$ cat src/rtl/core/ils_pkg.sv
// Shared types, constants and helpers for the indexed list store.
// Used by ils_ctrl, ils_datapath and indexed_list_store.
package ils_pkg;

    localparam int CAPACITY = 1024;
    localparam int ADDR_W   = $clog2(CAPACITY);
    localparam int CNT_W    = 11;
    localparam int POS_W    = 11;
    localparam int DATA_W   = 32;
    localparam int MODE_W   = 3;
    localparam int STAT_W   = 2;
    localparam int CMP_W    = ((CNT_W > POS_W) ? CNT_W : POS_W) + 1;

    typedef enum logic [MODE_W-1:0] {
        MODE_PUSH_FRONT = 3'd0,
        MODE_POP_FRONT  = 3'd1,
        MODE_PUSH_BACK  = 3'd2,
        MODE_POP_BACK   = 3'd3,
        MODE_INSERT     = 3'd4,
        MODE_REMOVE     = 3'd5,
        MODE_READ       = 3'd6,
        MODE_CLEAR      = 3'd7
    } ils_mode_t;

    typedef enum logic [STAT_W-1:0] {
        ST_OK     = 2'd0,
        ST_EMPTY  = 2'd1,
        ST_BADPOS = 2'd2,
        ST_FULL   = 2'd3
    } ils_status_t;

    typedef enum logic [1:0] {
        RD_POS   = 2'd0,
        RD_BELOW = 2'd1,
        RD_ABOVE = 2'd2
    } ils_rd_sel_t;

    typedef enum logic [1:0] {
        WR_SHIFT = 2'd0,
        WR_PUT   = 2'd1,
        WR_FRONT = 2'd2,
        WR_BACK  = 2'd3
    } ils_wr_sel_t;

    typedef enum logic [3:0] {
        S_IDLE,
        S_CHECK,
        S_SHUP_RD,
        S_SHUP_WR,
        S_SHDN_RD,
        S_SHDN_WR,
        S_PUT,
        S_RDWAIT,
        S_RESP
    } ils_state_t;

    typedef struct packed {
        logic        load;
        logic        init_shift;
        logic        rd_en;
        ils_rd_sel_t rd_sel;
        logic        wr_en;
        ils_wr_sel_t wr_sel;
        logic        idx_inc;
        logic        idx_dec;
        logic        head_inc;
        logic        head_dec;
        logic        cnt_inc;
        logic        cnt_dec;
        logic        cnt_clr;
        logic        set_err;
        logic        cap_read;
        logic        out_load;
    } ils_cmd_t;

    typedef struct packed {
        ils_mode_t mode;
        logic      err;
        logic      ins_at_end;
        logic      rm_at_end;
        logic      up_last;
        logic      dn_last;
    } ils_sts_t;

    // Map a logical slot onto the circular buffer; head + slot stays below 2*CAPACITY.
    function automatic logic [ADDR_W-1:0] ils_phys(input logic [ADDR_W-1:0] head,
                                                    input logic [CNT_W-1:0]  slot);
        logic [CNT_W:0] sum;
        sum = (CNT_W+1)'(head) + (CNT_W+1)'(slot);
        if (sum >= (CNT_W+1)'(CAPACITY))
        begin
            sum = sum - (CNT_W+1)'(CAPACITY);
        end
        return sum[ADDR_W-1:0];
    endfunction

endpackage

$ cat src/rtl/core/ils_ctrl.sv
// Controller of the indexed list store: request sequencing and handshakes.
// Depends on ils_pkg.
module ils_ctrl (
    input  logic              clk,
    input  logic              rst_n,
    input  logic              in_valid,
    output logic              in_ready,
    output logic              out_valid,
    input  logic              out_ready,
    input  ils_pkg::ils_sts_t sts,
    output ils_pkg::ils_cmd_t cmd
);
    import ils_pkg::*;

    ils_state_t state_reg;
    ils_state_t state_next;
    logic       out_valid_reg;
    logic       out_valid_next;
    logic       out_free;

    assign out_free  = !out_valid_reg || out_ready;
    assign in_ready  = (state_reg == S_IDLE);
    assign out_valid = out_valid_reg;

    always_comb
    begin
        state_next = state_reg;
        unique case (state_reg)
            S_IDLE:
            begin
                if (in_valid)
                begin
                    state_next = S_CHECK;
                end
            end
            S_CHECK:
            begin
                if (sts.err)
                begin
                    state_next = S_RESP;
                end
                else
                begin
                    unique case (sts.mode) inside
                        MODE_READ:
                        begin
                            state_next = S_RDWAIT;
                        end
                        MODE_INSERT:
                        begin
                            state_next = sts.ins_at_end ? S_PUT : S_SHUP_RD;
                        end
                        MODE_REMOVE:
                        begin
                            state_next = sts.rm_at_end ? S_RESP : S_SHDN_RD;
                        end
                        MODE_PUSH_FRONT, MODE_POP_FRONT, MODE_PUSH_BACK, MODE_POP_BACK,
                        MODE_CLEAR:
                        begin
                            state_next = S_RESP;
                        end
                        default:
                        begin
                            state_next = S_RESP;
                        end
                    endcase
                end
            end
            S_SHUP_RD: state_next = S_SHUP_WR;
            S_SHUP_WR: state_next = sts.up_last ? S_PUT : S_SHUP_RD;
            S_SHDN_RD: state_next = S_SHDN_WR;
            S_SHDN_WR: state_next = sts.dn_last ? S_RESP : S_SHDN_RD;
            S_PUT:     state_next = S_RESP;
            S_RDWAIT:  state_next = S_RESP;
            S_RESP:
            begin
                if (out_free)
                begin
                    state_next = S_IDLE;
                end
            end
            default:   state_next = S_IDLE;
        endcase
    end

    always_comb
    begin
        cmd        = '0;
        cmd.rd_sel = RD_POS;
        cmd.wr_sel = WR_SHIFT;
        unique case (state_reg)
            S_IDLE:
            begin
                cmd.load = in_valid;
            end
            S_CHECK:
            begin
                if (sts.err)
                begin
                    cmd.set_err = 1'b1;
                end
                else
                begin
                    unique case (sts.mode)
                        MODE_PUSH_FRONT:
                        begin
                            cmd.wr_en    = 1'b1;
                            cmd.wr_sel   = WR_FRONT;
                            cmd.head_dec = 1'b1;
                            cmd.cnt_inc  = 1'b1;
                        end
                        MODE_PUSH_BACK:
                        begin
                            cmd.wr_en   = 1'b1;
                            cmd.wr_sel  = WR_BACK;
                            cmd.cnt_inc = 1'b1;
                        end
                        MODE_POP_FRONT:
                        begin
                            cmd.head_inc = 1'b1;
                            cmd.cnt_dec  = 1'b1;
                        end
                        MODE_POP_BACK:
                        begin
                            cmd.cnt_dec = 1'b1;
                        end
                        MODE_INSERT:
                        begin
                            cmd.init_shift = 1'b1;
                        end
                        MODE_REMOVE:
                        begin
                            // removing the last entry needs no shift
                            cmd.init_shift = !sts.rm_at_end;
                            cmd.cnt_dec    = sts.rm_at_end;
                        end
                        MODE_READ:
                        begin
                            cmd.rd_en  = 1'b1;
                            cmd.rd_sel = RD_POS;
                        end
                        MODE_CLEAR:
                        begin
                            cmd.cnt_clr = 1'b1;
                        end
                        default:
                        begin
                            cmd.cnt_clr = 1'b0;
                        end
                    endcase
                end
            end
            S_SHUP_RD:
            begin
                cmd.rd_en  = 1'b1;
                cmd.rd_sel = RD_BELOW;
            end
            S_SHUP_WR:
            begin
                cmd.wr_en   = 1'b1;
                cmd.wr_sel  = WR_SHIFT;
                cmd.idx_dec = 1'b1;
            end
            S_SHDN_RD:
            begin
                cmd.rd_en  = 1'b1;
                cmd.rd_sel = RD_ABOVE;
            end
            S_SHDN_WR:
            begin
                cmd.wr_en   = 1'b1;
                cmd.wr_sel  = WR_SHIFT;
                cmd.idx_inc = 1'b1;
                cmd.cnt_dec = sts.dn_last;
            end
            S_PUT:
            begin
                cmd.wr_en   = 1'b1;
                cmd.wr_sel  = WR_PUT;
                cmd.cnt_inc = 1'b1;
            end
            S_RDWAIT:
            begin
                cmd.cap_read = 1'b1;
            end
            S_RESP:
            begin
                cmd.out_load = out_free;
            end
            default:
            begin
                cmd.load = 1'b0;
            end
        endcase
    end

    always_comb
    begin
        out_valid_next = out_valid_reg;
        if (cmd.out_load)
        begin
            out_valid_next = 1'b1;
        end
        else if (out_ready)
        begin
            out_valid_next = 1'b0;
        end
    end

    always_ff @(posedge clk or negedge rst_n)
    begin
        if (!rst_n)
        begin
            state_reg     <= S_IDLE;
            out_valid_reg <= 1'b0;
        end
        else
        begin
            state_reg     <= state_next;
            out_valid_reg <= out_valid_next;
        end
    end

endmodule

$ cat config.mk
export PLATFORM = sky130hd
export DESIGN_NAME = ils_ctrl
export DESIGN_NICKNAME = d
export VERILOG_FILES = /design/src/rtl/core/ils_pkg.sv /design/src/rtl/core/ils_ctrl.sv
export SDC_FILE = /design/constraint.sdc
export NUM_CORES = 1
export LEC_CHECK = 0
export BUFFER_PORTS_ARGS = -buffer_cell sky130_fd_sc_hd__buf_2
export CAP_MARGIN = 20
export CORE_UTILIZATION = 40
export DETAILED_ROUTE_END_ITERATION = 6
export PLACE_DENSITY_LB_ADDON = 0.05
export SLEW_MARGIN = 10
export SYNTH_ARGS = -nofsm -noshare
export SYNTH_HDL_FRONTEND = slang
export SYNTH_SLANG_ARGS = --single-unit
$ cat constraint.sdc
create_clock -name clk -period 2.8 [get_ports clk]
set_input_delay 0.14 -clock clk [delete_from_list [all_inputs] [get_ports clk]]
set_output_delay 0.14 -clock clk [all_outputs]
set_load 0.05 [all_outputs]
==> metrics.cfg <==
[status]
outcome=finished, final reports clean

[power]
p_per_area_nw_per_um2=1250
p_switching_w=0.000575
ir_drop_mv=0.468
leakagePower_nw=0.381
p_comb_share_pct=72.4
internal_power_w=0.000362
clockPowerShare_pct=8.9
switching_share_pct=61.4
share_seq_of_total_power_pct=18.6

[synthesis]
avgSynthCellArea_um2=7.67
ys_seq_elements=5
ys.flop_type=dfrtp_1
async_flop_share_pct=100
ys_seq_area_share_pct=21.2
syn_area_um2=591
netlist_instances=77
ys_warn_count=0
ys_types=38
synth-edff-count=0
synthesis.nets=89

[global_routing]
grt_pass1_vias=455
grt_max_degree=17
antenna_found_initial=0
grt_pass1_wl_um=2020
grt_util_all_layers_pct=18.3
grt_overflow=0

[die]
core-area_um2=1330
start_util_pct=44.3
ios=32
rows=13
die-area_um2=1630
fp.dieW_um=40.4
die_h_um=40.4

[drt]
vias=639
drt_iter0_markers=11
vias_per_cell=5.24
wl_per_cell_um=11.6
postRouteAntennaNets=0
drt_first_pass_iters=4
drc=0
wirelength_um=1410

[setup_path]
cp-end-kind=primary output
r2r_start=state_reg[2]
crit_type=reg2out
startpoint=state_reg[2]
worstPathRequired_ns=2.66
worstSetupStartpointType=register
worstPathArrival_ns=2.26
cp_max_fo=16

[cts]
clockBufferDepth=2
cts_resized=0
cts_tree=done
clock-root-buffer=clkbuf_4
numCtsBuffers=3
clock_sinks=5
clkLatencyLatePin_ns=0.24
clkTransAtPathRegs_ns=0.04
htreeDepth=1

[sta]
tightestPinTransition_ns=0.492
fin_crit_sh_pct=85.7
clock_skew_ns=0.000297
rsz0062_at_grt=false
setup_viol=0
max_slew_margin_pct=67.2
slew_viol_final=0
min_period_ns=2.40
whs_ns=0.204
final_hold_viol_count=0
fin_tns_setup_ns=0
max_freq_mhz=417

[layout]
layout-drive-gt1-share_pct=41.1
nNetsFinal=120
area_growth_syn_to_layout_pct=27.3
final_core_util_pct=56.4
n_fill_cell=152
fin_area_um2=752
largest_reg_flops=4
n_antenna_cell=0

[placed_design]
dpl_cell_area_um2=716
hpwl_um=1070
portBuffers=31
gp_congestion=0.761

[min_path]
min_from=out_ready
hp-class=in2reg

[job]
drv_cap=0

path summary, 6_finish.rpt:
kind                           endpoint  slack, ns  depth (start not counted)
setup / recovery                cmd[10]       0.40                          4
hold / removal                out_valid       0.20                          3
setup reg to reg           state_reg[2]       1.04                          3
hold reg to reg               out_valid       0.53                          2
max in group asynchronous  state_reg[2]       2.42                          2
min in group asynchronous     out_valid       0.25                          2
layout make-up:
cell class | count | area [µm²] | share of cell area [%]
clock buffer | 4 | 26.3 | 3.49
inverter | 4 | 15.0 | 2.00
multi-input combinational | 60 | 387 | 51.4
sequential | 5 | 125 | 16.6
tap | 15 | 18.8 | 2.50
timing repair buffer | 34 | 180 | 24.0
logic make-up (layout without fill, tap and decap cells):
kind of cell	Yosys count	after routing	share of synthesized area, %
AO/OA/AOI/OAI	18	18	22.5
buffers and inverters	12	42	14.4
XOR/XNOR	1	1	1.48
AND/OR/NAND/NOR	41	41	40.5
flip-flops	5	5	21.2
layer usage:
| metal | GRT usage, % | up-vias | part of all wire [%] |
|---|---|---|---|
| met5 | 0 | - | 0 |
| met1 | 24.1 | 282 | 46 |
| li1 | - | 337 | - |
| met3 | 5.00 | 0 | 4.5 |
| met4 | 5.00 | 0 | 0 |
| met2 | 29.0 | 20 | 50 |
critical path, stage by stage (launching register included):
cell	delay, ns
dfrtp_1	0.55
or4b_4	0.60
or4_4	0.46
o22ai_2	0.12
buf_2	0.28
through the flow:
step	power [W]	worst slack [ns]	cells
after floorplan	0.000760	0.147	77
after global placement	0.000856	0.684	117
after detailed placement	0.000854	0.663	117
after CTS	0.000944	0.390	122
after global routing	0.00101	0.324	122
final	0.000937	0.402	122
placed cells by master, fill, tap and decap left out, types with 2 or more instances in the layout:
cell / instances
nand2_1: 6
inv_1: 4
nand2b_1: 5
buf_2: 31
nor2_1: 11
clkbuf_4: 3
a21oi_1: 3
and2_1: 2
nand3_1: 2
dfrtp_1: 5
nor3_1: 3
o21ai_0: 3
buf_4: 2
nor2b_1: 2
cells in the mapped netlist, types with 2 or more instances:
cell type / instances / share of area [%]
nor2_1: 11 / 7.0
nand2_1: 6 / 3.8
dfrtp_1: 5 / 21
nand2b_1: 5 / 5.3
inv_1: 4 / 2.5
a21oi_1: 3 / 2.5
nor3_1: 3 / 2.5
o21ai_0: 3 / 2.5
and2_1: 2 / 2.1
buf_6: 2 / 3.8
clkbuf_1: 2 / 1.3
clkbuf_8: 2 / 4.7
nand3_1: 2 / 1.7
nor2b_1: 2 / 2.1
nor4_1: 2 / 2.1
timing repair:
item,in CTS,in global routing
setup buffers,0,0
hold endpoints to repair,5,0
hold buffers,1,0
power by group through the flow:
stage | clock network, W | logic, W | registers (W)
floorplan | 0 | 0.000613 | 0.000147
global placement | 0 | 0.000680 | 0.000176
detailed placement | 0 | 0.000680 | 0.000174
CTS | 0.0000871 | 0.000684 | 0.000173
global route | 0.0000904 | 0.000734 | 0.000181
finish | 0.0000838 | 0.000678 | 0.000175
(Power assumes the default switching activity.)
